<file path="src/ps2_mouse_cursor_tracker_defines.svh">
// Assertion helpers shared by the tracker modules.
// Both expect clk_i and rst_ni in scope.
`ifndef PS2_MOUSE_CURSOR_TRACKER_DEFINES_SVH
`define PS2_MOUSE_CURSOR_TRACKER_DEFINES_SVH

// same-cycle implication
`define PMCT_ASSERT_NOW(lbl, ante, cons, msg) \
  lbl: assert property (@(posedge clk_i) disable iff (!rst_ni) (ante) |-> (cons)) \
    else $error(msg);

// next-cycle implication
`define PMCT_ASSERT_NEXT(lbl, ante, cons, msg) \
  lbl: assert property (@(posedge clk_i) disable iff (!rst_ni) (ante) |=> (cons)) \
    else $error(msg);

`endif

</file>
<file path="src/pmct_pkg.sv">
`default_nettype none
package pmct_pkg;

  localparam int unsigned ByteW  = 8;
  localparam int unsigned PosW   = 12;
  localparam int unsigned SizeW  = 13;
  localparam int unsigned DeltaW = 11;  // -511..510
  localparam int unsigned SumW   = 14;  // position plus delta, signed
  localparam int unsigned BtnW   = 2;
  localparam int unsigned CfgIdxW = 1;

  localparam int unsigned QueueDepthDefault = 2;

  localparam logic [SizeW-1:0] ScreenWidthReset  = SizeW'(1024);
  localparam logic [SizeW-1:0] ScreenHeightReset = SizeW'(768);

  // flag byte bits
  localparam int unsigned FlagLeft   = 0;
  localparam int unsigned FlagRight  = 1;
  localparam int unsigned FlagMiddle = 2;
  localparam int unsigned FlagSync   = 3;
  localparam int unsigned FlagXSign  = 4;
  localparam int unsigned FlagYSign  = 5;
  localparam int unsigned FlagXOvf   = 6;
  localparam int unsigned FlagYOvf   = 7;

  typedef enum logic [CfgIdxW-1:0] {
    CFG_SCREEN_WIDTH  = 1'b0,
    CFG_SCREEN_HEIGHT = 1'b1
  } cfg_idx_e;

  typedef enum logic [1:0] {
    BTN_NONE   = 2'd0,
    BTN_LEFT   = 2'd1,
    BTN_MIDDLE = 2'd2,
    BTN_RIGHT  = 2'd3
  } button_e;

  typedef enum logic [1:0] {
    ST_SKIP,
    ST_FLAG,
    ST_DX,
    ST_DY
  } front_state_e;

  typedef struct packed {
    logic [ByteW-1:0] flags;
    logic [ByteW-1:0] dx;
    logic [ByteW-1:0] dy;
  } pkt_t;

  function automatic logic signed [DeltaW-1:0] delta9(logic [ByteW-1:0] mag, logic neg,
                                                      logic ovf);
    logic signed [DeltaW-1:0] d;
    logic signed [DeltaW-1:0] step;
    d    = $signed({{(DeltaW-ByteW){neg}}, mag});
    step = $signed(DeltaW'(255));
    if (ovf) begin
      d = neg ? d - step : d + step;
    end
    return d;
  endfunction

  function automatic logic [PosW-1:0] clamp_pos(logic signed [SumW-1:0] v,
                                                logic [SizeW-1:0] size);
    logic [PosW-1:0] hi;
    logic signed [SumW-1:0] one;
    one = $signed(SumW'(1));
    if (size < SizeW'(2)) begin
      hi = PosW'(1);
    end else if (size > SizeW'(2 ** PosW)) begin
      hi = '1;
    end else begin
      hi = PosW'(size - SizeW'(1));
    end
    if (v < one) begin
      return PosW'(1);
    end else if (v > $signed(SumW'(hi))) begin
      return hi;
    end
    return v[PosW-1:0];
  endfunction

  function automatic button_e pick_button(logic [ByteW-1:0] flags);
    button_e b;
    if (flags[FlagLeft]) begin
      b = BTN_LEFT;
    end else if (flags[FlagMiddle]) begin
      b = BTN_MIDDLE;
    end else if (flags[FlagRight]) begin
      b = BTN_RIGHT;
    end else begin
      b = BTN_NONE;
    end
    return b;
  endfunction

endpackage
`default_nettype wire

</file>
<file path="src/pmct_front.sv">
`default_nettype none
`include "ps2_mouse_cursor_tracker_defines.svh"
module pmct_front import pmct_pkg::*; (
  input  wire logic             clk_i,
  input  wire logic             rst_ni,
  input  wire logic             accept_i,
  input  wire logic [ByteW-1:0] mouse_byte_i,
  output logic                  push_o,
  output pkt_t                  pkt_o
);

  front_state_e state_q, state_d;
  logic [ByteW-1:0] flag_q, dx_q;
  logic             flag_we, dx_we;

  always_ff @(posedge clk_i or negedge rst_ni) begin
    if (!rst_ni) begin
      state_q <= ST_SKIP;
    end else begin
      state_q <= state_d;
    end
  end

  always_ff @(posedge clk_i) begin
    if (flag_we) begin
      flag_q <= mouse_byte_i;
    end
    if (dx_we) begin
      dx_q <= mouse_byte_i;
    end
  end

  always_comb begin
    state_d = state_q;
    flag_we = 1'b0;
    dx_we   = 1'b0;
    push_o  = 1'b0;
    if (accept_i) begin
      unique case (state_q)
        ST_SKIP: state_d = ST_FLAG;
        ST_FLAG: begin
          // resync: only a byte with the sync bit set can open a packet
          if (mouse_byte_i[FlagSync]) begin
            flag_we = 1'b1;
            state_d = ST_DX;
          end
        end
        ST_DX: begin
          dx_we   = 1'b1;
          state_d = ST_DY;
        end
        ST_DY: begin
          push_o  = 1'b1;
          state_d = ST_FLAG;
        end
        default: state_d = ST_FLAG;
      endcase
    end
  end

  assign pkt_o = '{flags: flag_q, dx: dx_q, dy: mouse_byte_i};

  `PMCT_ASSERT_NEXT(a_skip_once, accept_i && state_q == ST_SKIP, state_q == ST_FLAG,
                    "front left skip state wrongly")
  `PMCT_ASSERT_NOW(a_push_third, push_o, state_q == ST_DY && accept_i,
                   "packet pushed outside third byte")
  `PMCT_ASSERT_NEXT(a_no_return_skip, state_q != ST_SKIP, state_q != ST_SKIP,
                    "front re-entered skip state")

endmodule
`default_nettype wire

</file>
<file path="src/pmct_fifo.sv">
`default_nettype none
`include "ps2_mouse_cursor_tracker_defines.svh"
module pmct_fifo import pmct_pkg::*; #(
  parameter int unsigned Depth = QueueDepthDefault
) (
  input  wire logic clk_i,
  input  wire logic rst_ni,
  input  wire logic push_i,
  input  wire pkt_t data_i,
  output logic      full_o,
  output logic      valid_o,
  input  wire logic pop_i,
  output pkt_t      data_o
);

  localparam int unsigned PtrW = (Depth > 1) ? $clog2(Depth) : 1;
  localparam int unsigned CntW = $clog2(Depth + 1);

  pkt_t            mem_q [Depth];
  logic [PtrW-1:0] wr_ptr_q, rd_ptr_q;
  logic [CntW-1:0] count_q;

  assign full_o  = (count_q == CntW'(Depth));
  assign valid_o = (count_q != '0);
  assign data_o  = mem_q[rd_ptr_q];

  always_ff @(posedge clk_i) begin
    if (push_i) begin
      mem_q[wr_ptr_q] <= data_i;
    end
  end

  always_ff @(posedge clk_i or negedge rst_ni) begin
    if (!rst_ni) begin
      wr_ptr_q <= '0;
      rd_ptr_q <= '0;
      count_q  <= '0;
    end else begin
      if (push_i) begin
        wr_ptr_q <= (wr_ptr_q == PtrW'(Depth - 1)) ? '0 : wr_ptr_q + PtrW'(1);
      end
      if (pop_i) begin
        rd_ptr_q <= (rd_ptr_q == PtrW'(Depth - 1)) ? '0 : rd_ptr_q + PtrW'(1);
      end
      if (push_i && !pop_i) begin
        count_q <= count_q + CntW'(1);
      end else if (pop_i && !push_i) begin
        count_q <= count_q - CntW'(1);
      end
    end
  end

  `PMCT_ASSERT_NOW(a_no_overflow, push_i, !full_o, "push into full queue")
  `PMCT_ASSERT_NOW(a_no_underflow, pop_i, valid_o, "pop from empty queue")
  `PMCT_ASSERT_NOW(a_count_bound, 1'b1, count_q <= CntW'(Depth), "queue count out of range")

endmodule
`default_nettype wire

</file>
<file path="src/pmct_back.sv">
`default_nettype none
`include "ps2_mouse_cursor_tracker_defines.svh"
module pmct_back import pmct_pkg::*; (
  input  wire logic             clk_i,
  input  wire logic             rst_ni,
  input  wire logic [SizeW-1:0] screen_width_i,
  input  wire logic [SizeW-1:0] screen_height_i,
  input  wire logic             pkt_valid_i,
  input  wire pkt_t             pkt_i,
  output logic                  pop_o,
  output logic                  out_valid_o,
  input  wire logic             out_stall_i,
  output logic [PosW-1:0]       cursor_x_o,
  output logic [PosW-1:0]       cursor_y_o,
  output logic [BtnW-1:0]       button_o
);

  logic                     out_valid_q;
  logic [PosW-1:0]          pos_x_q, pos_y_q, pos_x_d, pos_y_d;
  logic [BtnW-1:0]          button_q;
  logic signed [DeltaW-1:0] dx, dy;
  logic signed [SumW-1:0]   sum_x, sum_y;

  assign pop_o = pkt_valid_i && (!out_valid_q || !out_stall_i);

  assign dx = delta9(pkt_i.dx, pkt_i.flags[FlagXSign], pkt_i.flags[FlagXOvf]);
  assign dy = delta9(pkt_i.dy, pkt_i.flags[FlagYSign], pkt_i.flags[FlagYOvf]);

  // screen y grows downward, so the mouse's y delta is subtracted
  assign sum_x = $signed(SumW'(pos_x_q)) + SumW'(dx);
  assign sum_y = $signed(SumW'(pos_y_q)) - SumW'(dy);

  assign pos_x_d = clamp_pos(sum_x, screen_width_i);
  assign pos_y_d = clamp_pos(sum_y, screen_height_i);

  always_ff @(posedge clk_i or negedge rst_ni) begin
    if (!rst_ni) begin
      out_valid_q <= 1'b0;
      pos_x_q     <= '0;
      pos_y_q     <= '0;
    end else begin
      if (pop_o) begin
        out_valid_q <= 1'b1;
        pos_x_q     <= pos_x_d;
        pos_y_q     <= pos_y_d;
      end else if (!out_stall_i) begin
        out_valid_q <= 1'b0;
      end
    end
  end

  always_ff @(posedge clk_i) begin
    if (pop_o) begin
      button_q <= pick_button(pkt_i.flags);
    end
  end

  assign out_valid_o = out_valid_q;
  assign cursor_x_o  = pos_x_q;
  assign cursor_y_o  = pos_y_q;
  assign button_o    = button_q;

  `PMCT_ASSERT_NOW(a_pos_in_range, out_valid_q, pos_x_q != '0 && pos_y_q != '0,
                   "cursor left the clamp range")
  `PMCT_ASSERT_NEXT(a_pos_hold, !pop_o, $stable(pos_x_q) && $stable(pos_y_q),
                    "cursor moved without a packet")
  `PMCT_ASSERT_NEXT(a_pop_shows, pop_o, out_valid_q, "popped packet not shown")

endmodule
`default_nettype wire

</file>
<file path="src/ps2_mouse_cursor_tracker.sv">
// PS/2 mouse cursor tracker.
// Input channel: one mouse byte per transaction (in_valid_i / in_stall_o /
// mouse_byte_i). The first byte after reset is dropped; a packet opens only
// on a byte with bit 3 set, and its flag, X and Y bytes are collected.
// Output channel: one transaction per completed packet with the clamped cursor
// position and the pressed button (left over middle over right).
// Configuration: cfg_we_i writes screen width (index 0) or height (index 1);
// write only while idle. Reset values are 1024 and 768.
// When the output is free, a packet's result passes the queue and then the back
// end output register after its third byte is taken. Throughput is one byte per
// cycle while in_stall_o is low, set by the front state machine and the
// one-stage back end update.
// A small packet queue sits between front and back; in_stall_o rises only
// when that queue is full, which takes a receiver stall of several packets.
// Reset clears the cursor to 0,0, the queue and the output register.
`default_nettype none
module ps2_mouse_cursor_tracker import pmct_pkg::*; #(
  parameter int unsigned QueueDepth = QueueDepthDefault
) (
  input  wire logic               clk_i,
  input  wire logic               rst_ni,
  input  wire logic               cfg_we_i,
  input  wire logic [CfgIdxW-1:0] cfg_index_i,
  input  wire logic [SizeW-1:0]   cfg_data_i,
  input  wire logic               in_valid_i,
  output logic                    in_stall_o,
  input  wire logic [ByteW-1:0]   mouse_byte_i,
  output logic                    out_valid_o,
  input  wire logic               out_stall_i,
  output logic [PosW-1:0]         cursor_x_o,
  output logic [PosW-1:0]         cursor_y_o,
  output logic [BtnW-1:0]         button_o
);

  logic [SizeW-1:0] screen_width_q, screen_height_q;
  logic             accept, push, full, pkt_valid, pop;
  pkt_t             pkt_in, pkt_out;

  always_ff @(posedge clk_i or negedge rst_ni) begin
    if (!rst_ni) begin
      screen_width_q  <= ScreenWidthReset;
      screen_height_q <= ScreenHeightReset;
    end else if (cfg_we_i) begin
      unique case (cfg_index_i)
        CFG_SCREEN_WIDTH:  screen_width_q  <= cfg_data_i;
        CFG_SCREEN_HEIGHT: screen_height_q <= cfg_data_i;
        default: ;
      endcase
    end
  end

  assign in_stall_o = full;
  assign accept     = in_valid_i && !full;

  pmct_front u_front (
    .clk_i        (clk_i),
    .rst_ni       (rst_ni),
    .accept_i     (accept),
    .mouse_byte_i (mouse_byte_i),
    .push_o       (push),
    .pkt_o        (pkt_in)
  );

  pmct_fifo #(
    .Depth (QueueDepth)
  ) u_fifo (
    .clk_i   (clk_i),
    .rst_ni  (rst_ni),
    .push_i  (push),
    .data_i  (pkt_in),
    .full_o  (full),
    .valid_o (pkt_valid),
    .pop_i   (pop),
    .data_o  (pkt_out)
  );

  pmct_back u_back (
    .clk_i           (clk_i),
    .rst_ni          (rst_ni),
    .screen_width_i  (screen_width_q),
    .screen_height_i (screen_height_q),
    .pkt_valid_i     (pkt_valid),
    .pkt_i           (pkt_out),
    .pop_o           (pop),
    .out_valid_o     (out_valid_o),
    .out_stall_i     (out_stall_i),
    .cursor_x_o      (cursor_x_o),
    .cursor_y_o      (cursor_y_o),
    .button_o        (button_o)
  );

endmodule
`default_nettype wire
</file>
<file path="config.mk">
export PLATFORM = sky130hd
export DESIGN_NAME = ps2_mouse_cursor_tracker
export DESIGN_NICKNAME = d
export VERILOG_FILES = /design/src/pmct_pkg.sv /design/src/pmct_front.sv /design/src/pmct_fifo.sv /design/src/pmct_back.sv /design/src/ps2_mouse_cursor_tracker.sv
export VERILOG_INCLUDE_DIRS = /design/src /design/src/src
export SDC_FILE = /design/constraint.sdc
export NUM_CORES = 1
export LEC_CHECK = 0
export BUFFER_PORTS_ARGS = -buffer_cell sky130_fd_sc_hd__buf_2
export CAP_MARGIN = 10
export CORE_MARGIN = 1
export CORE_UTILIZATION = 40
export CTS_BUF_LIST = sky130_fd_sc_hd__clkbuf_8
export DETAILED_ROUTE_END_ITERATION = 8
export PLACE_DENSITY = 0.55
export SLEW_MARGIN = 0
export SYNTH_ARGS = -nofsm -noshare
export SYNTH_HDL_FRONTEND = slang
export SYNTH_SLANG_ARGS = --single-unit
</file>
<file path="constraint.sdc">
create_clock -name clk_i -period 13.6 [get_ports clk_i]
set_input_delay 1.36 -clock clk_i [delete_from_list [all_inputs] [get_ports clk_i]]
set_output_delay 1.36 -clock clk_i [all_outputs]
set_load 0.005 [all_outputs]
</file>
# After elaboration in Yosys (flattened, before gate mapping)
# Memories as Yosys holds them, arrays and structs flattened.
# Index checks and enable logic that the tools add are counted.
# totals
output_inout_bits	28
register_bits	75
input_bits	27
mem_count	1
ramBits	48
elab_cells	94
# memory_table
name	depth	word_bits	rd	rd_ports_with_merged_regs	write_ports	line_no	source
u_fifo.mem_q	2	24	1	0	1	pmct_fifo.sv:19	pkt_t mem_q [Depth];
# op_classes
n_eq_ne	6
add_sub_neg	12
reduce_logical	17
n_mux	37
n_lt_le_gt_ge	8
bitwise_logic	1
# op_table
op	n
$mux W12	10
$mux W11	4
$gt A14 B13 Y1	2
$lt A14 B2 Y1 const B	2
$gt A13 B13 Y1 const B	2
$lt A13 B2 Y1 const B	2
$sub A12 B1 Y12 const B	2
$add A9 B9 Y10 const B	2
$sub A9 B9 Y10 const B	2
$mux W1	17
$add A13 B11 Y14	1
$sub A13 B11 Y14	1
$mux W2	5
$eq A2 B2 Y1 const B	3
$pmux W2 S3	1
$reduce_and A2 Y1	3
$logic_not A1 Y1	5
$logic_and A1 B1 Y1	4
$reduce_bool A2 Y1	2
$add A1 B1 Y1 const B	2
$add A2 B1 Y2 const B	1
$eq A2 B1 Y1 const B	1
$logic_not A2 Y1	1
$ne A2 B1 Y1 const B	1
5 further kinds	5

# Logic depth before layout (Yosys ltp)
# An unclocked memory read counts as a cell.
# logic_depth
word_depth	9
ltp_mapped	29
depth_no_buf	26

# Hierarchy
# Synthesis repeated with hierarchy kept, for this count alone.
# unflattened
hier_cells	737
area_unflattened_um2	8166.6
# by_module_without_submodules
mod	cells_per_inst	area_each_um2	instances
pmct_back	550	4420.5	1
pmct_fifo	91	2023.2	1
ps2_mouse_cursor_tracker	57	1033.5	1
pmct_front	39	689.4	1

# Worst setup path after synthesis
# OpenSTA, ideal clock, no wires.
# synth_timing
path_type	reg2reg
from	register u_fifo.rd_ptr_q
to	register u_back.pos_y_q[6] (netlist: u_back.cursor_y_o[6])
setup_time_ps	89
synth_period_minus_slack_ps	6134
path_slack_ps	7466
stages_incl_launch_ff	28
path_buffers	4
arrival_ps	6045
required_time_ps	13511
path_cell_list	dfrtp_1 clkbuf_1 buf_1 clkbuf_1 mux2i_1 inv_1 ha_1 a21o_1 a21oi_1 o21bai_1 a21oi_1 o21bai_1 a21oi_1 xnor2_1 mux2i_1 ha_1 o211ai_1 a211oi_1 mux2i_1 nor4_1 ha_1 nand3_1 nor3_1 nand3_1 a221o_1 or2_4 buf_6 o221ai_2
# synth_via
elab_chain_len	9
# synth_lines
item	line_no	source
from (decl)	pmct_fifo.sv:20	logic [PtrW-1:0] wr_ptr_q, rd_ptr_q;
from (signal assigned)	pmct_fifo.sv:43	rd_ptr_q <= (rd_ptr_q == PtrW'(Depth - 1)) ? '0 : rd_ptr_q + PtrW'(1);
$mem_v2 Z2 W24 *	-	
$add A9 B9 Y10 / $sub A9 B9 Y10 (equally long branches)	pmct_pkg.sv:59	d = neg ? d - step : d + step;
$mux W11	pmct_pkg.sv:59	
$mux W11 *	pmct_pkg.sv:58	if (ovf) begin
$sub A13 B11 Y14 *	pmct_back.sv:31	assign sum_y = $signed(SumW'(pos_y_q)) - SumW'(dy);
$gt A14 B13 Y1	pmct_pkg.sv:78	end else if (v > $signed(SumW'(hi))) begin
$mux W1	pmct_pkg.sv:78	
$mux W1	pmct_pkg.sv:76	if (v < one) begin
$mux W12 *	pmct_pkg.sv:81	return v[PosW-1:0];
to (signal assigned)	pmct_back.sv:45	pos_y_q <= pos_y_d;
to (decl)	pmct_back.sv:19	logic [PosW-1:0] pos_x_q, pos_y_q, pos_x_d, pos_y_d;
# Mark *: on every way between the ends. The rest lies on a longest branch, timed or not.
# A chain may end at the register's enable or synchronous reset.

# Final worst setup path
# layout_timing
from	register u_fifo.rd_ptr_q
to	register u_back.pos_y_q[0] (netlist: u_back.cursor_y_o[0])
# Same word-level chain as after synthesis.

==> results.json <==
{
  "numCtsBuffers": 17,
  "crit_fanout": 15,
  "place.gp.congestion": 0.8619,
  "drcViolationCount": 0,
  "crit_type": "reg2reg",
  "drtIter0Drc": 304,
  "post-cts-setup-buffers": 0,
  "hp-start": "u_front.dx_q[3]$_DFFE_PP_",
  "routed_wl_um": 18640,
  "cts.clk_slew.worst_paths_ns": 0.08,
  "critical-path-top-delay-family": "compound AO/OA/AOI/OAI gates",
  "drive_gt1_share_pct": 18.46,
  "cpPeakStageDelay_ns": 0.70,
  "synth-main-ff-cell": "edfxtp_1",
  "drv_slew": 0,
  "min_path_type": "reg2reg",
  "r2r-end": "u_back.cursor_y_o[0]$_DFFE_PN0P_",
  "drv_cap": 0,
  "r2r_start": "u_fifo.rd_ptr_q$_DFFE_PN0P_",
  "area_growth_pct": 12.15,
  "portBuffers": 54,
  "num_io_pins": 55,
  "cts_hold_buf": 0,
  "synth_edf_count": 63,
  "worst_hold_path.num_cells": 0,
  "cp_slowest_cell": "dfrtp_1",
  "num_vias": 5995,
  "cts_resized": 0,
  "ant_nets": 0,
  "wire_per_inst_um": 16.79,
  "die_area_um2": 20470,
  "skew_ns": 0.01981,
  "use_met1_pct": 24.63,
  "max_freq_mhz": 145.5,
  "critPathLaunchType": "flop",
  "grt_use_met3_pct": 2.582,
  "tightestPinTransition_ns": 1.112,
  "seq_area_um2": 3322,
  "yosys.area.top_type": "edfxtp_1",
  "syn_nets": 872,
  "cp_cell_sequence": "buf_4, mux2i_1, buf_4, ha_1, a21o_1, a21oi_1, o21bai_1, a21oi_1, o21bai_1, a21oi_1, xnor2_1, mux2i_1, ha_1, o211ai_1, a211oi_1, mux2i_1, nor4_1, ha_1, nand3_1, nor3_1, o31ai_1, a221o_1, nand3_1, o221a_2",
  "synth_top_cell_area_share_pct": 23.77,
  "synth_cell_type_count": 70,
  "globalRouteOverflowTotal": 0,
  "setup_viol": 0,
  "syn_inst": 769,
  "multi_input_area_um2": 4313,
  "reg2regPathDepth": 24,
  "grt_pass1_vias": 5914,
  "worst_slack_ns": 6.726,
  "antenna_cells": 0,
  "worstPathArrival_ns": 7.20,
  "grt_pass1_wl_um": 30140,
  "grt_usage_pct": 19.26,
  "worstHoldEndpoint": "u_fifo.mem_q[0][11]$_DFFE_PP_",
  "tritoncts": "yes",
  "viasPerCell": 5.401,
  "reg2reg_slack_ns": 6.73,
  "postSynth.asyncResetShare_pct": 47.50,
  "top_usage_layer": "met2",
  "worst_setup_path_end_kind": "flop",
  "met2_usage_pct": 33.09,
  "fin_crit_ns": 6.874,
  "status": "finished clean",
  "clk_latency_ns": 0.44,
  "period_share_pct": 50.54,
  "netlist_area_um2": 7960,
  "whs_ns": 0.4458,
  "fin_nets": 935,
  "final.fill_count": 1847,
  "coreArea_um2": 19460,
  "clockBufferDepth": 2,
  "syn_avg_cell_area_um2": 10.35,
  "start_util_pct": 40.90,
  "antenna_found_initial": 0,
  "path_buf_inv": 2,
  "clock-sinks": 120,
  "placementRows": 51,
  "synth_common_cells": "72 x ha_1, 63 x edfxtp_1, 62 x inv_1",
  "dp_hpwl_um": 14050,
  "yosys_warnings": 0,
  "ys_ff_latch": 120,
  "h-tree-depth": 4,
  "cts_root_buffer": "clkbuf_8",
  "synth_area_leaders": "edfxtp_1 24%, dfrtp_1 17%, ha_1 11%",
  "yosysSeqAreaShare_pct": 41.73,
  "worst_ep_required_time_ns": 13.92,
  "die_x_um": 143.1,
  "synth.most_common_cell": "ha_1",
  "rsz0062_at_grt": "false",
  "relSlewSlack_pct": 25.89,
  "final_hold_viol_count": 0,
  "grt_max_degree": 58,
  "finalSetupTns_ns": 0,
  "dp_slack_ns": 6.753,
  "drt_pass1_iterations": 4,
  "die_h_um": 143.1
}
logic make-up after synthesis:
family | Yosys count | share of synthesized area, %
and+or+nand+nor | 197 | 12.18
AOI/OAI and AO/OA | 187 | 16.24
DFF | 120 | 41.73
buffers and inverters | 82 | 4.165
adders and majority gates | 76 | 12.32
muxes | 59 | 8.079
xor gates and xnor gates | 48 | 5.281
worst reg2reg max path: stages, from the launching register on:
cell and delay, ns:
dfrtp_1 0.70, buf_4 0.34, mux2i_1 0.21, buf_4 0.25, ha_1 0.27, a21o_1 0.16, a21oi_1 0.21, o21bai_1 0.09
a21oi_1 0.22, o21bai_1 0.08, a21oi_1 0.20, xnor2_1 0.14, mux2i_1 0.09, ha_1 0.38, o211ai_1 0.18, a211oi_1 0.37
mux2i_1 0.13, nor4_1 0.70, ha_1 0.38, nand3_1 0.12, nor3_1 0.08, o31ai_1 0.25, a221o_1 0.20, nand3_1 0.51
o221a_2 0.51
flip-flops by register name (all words and copies together), names as in the netlist:
name                count
screen_width_q         13
u_fifo.mem_q           46
u_front.state_q         2
u_back.cursor_y_o      12
u_back.out_valid_o      1
u_front.dx_q            8
screen_height_q        13
u_back.cursor_x_o      12
u_front.flag_q          7
u_fifo.count_q          2
u_fifo.wr_ptr_q         1
u_fifo.rd_ptr_q         1
u_back.button_o         2
area by class of cell:
class	count	share of cell area (%)
clock inverters	15	1.668
inverters	62	2.607
well taps	265	3.714
flip-flops and latches	120	37.21
clock buffers	17	2.621
repair buffers	64	3.868
multi-input cells	567	48.31
layout by cell type, fill, tap and decap left out, types with 9 or more instances in the layout:
| cell | count |
|---|---|
| a21o_1 | 11 |
| inv_1 | 62 |
| nand2b_1 | 14 |
| clkbuf_8 | 17 |
| edfxtp_1 | 63 |
| xor2_1 | 16 |
| o221ai_2 | 10 |
| nand3_1 | 11 |
| mux2i_1 | 17 |
| nor3_1 | 14 |
| nor2_1 | 48 |
| mux2_2 | 42 |
| xnor2_1 | 32 |
| buf_2 | 54 |
| ha_1 | 72 |
| nand2_1 | 54 |
| buf_4 | 10 |
| o21ai_0 | 39 |
| a21oi_1 | 51 |
| a211oi_1 | 9 |
| dfrtp_1 | 54 |
worst max path at each step:
stage,start,endpoint,slack (ns),depth (start not counted)
after global placement,u_fifo.rd_ptr_q$_DFFE_PN0P_,u_back.cursor_x_o[0]$_DFFE_PN0P_,6.86,27
after global routing,u_fifo.rd_ptr_q$_DFFE_PN0P_,u_back.cursor_y_o[0]$_DFFE_PN0P_,6.15,24
after CTS,u_fifo.rd_ptr_q$_DFFE_PN0P_,u_back.cursor_x_o[2]$_DFFE_PN0P_,6.69,27
final,u_fifo.rd_ptr_q$_DFFE_PN0P_,u_back.cursor_y_o[0]$_DFFE_PN0P_,6.73,24
after detailed placement,u_fifo.rd_ptr_q$_DFFE_PN0P_,u_back.cursor_y_o[0]$_DFFE_PN0P_,6.75,24
after floorplan,u_fifo.rd_ptr_q$_DFFE_PN0P_,u_back.cursor_y_o[6]$_DFFE_PN0P_,7.47,27
routing by layer:
metal / vias up / wire length (µm)
met3: 23 / 615
li1: 2945 / -
met4: 0 / 328
met5: - / 0
met2: 121 / 9022
met1: 2906 / 8672
through the flow:
step	area, µm²	std cells	utilization, %
finish	8927	1110	45.87
global route	8927	1110	45.87
CTS	8912	1108	45.79
detailed placement	8529	1076	43.83
global placement	8529	1076	43.83
floorplan	7960	769	-
Power is left out: the tool's default activity adds up to more than one toggle a clock period on the data nets, which glitch-free logic cannot reach.
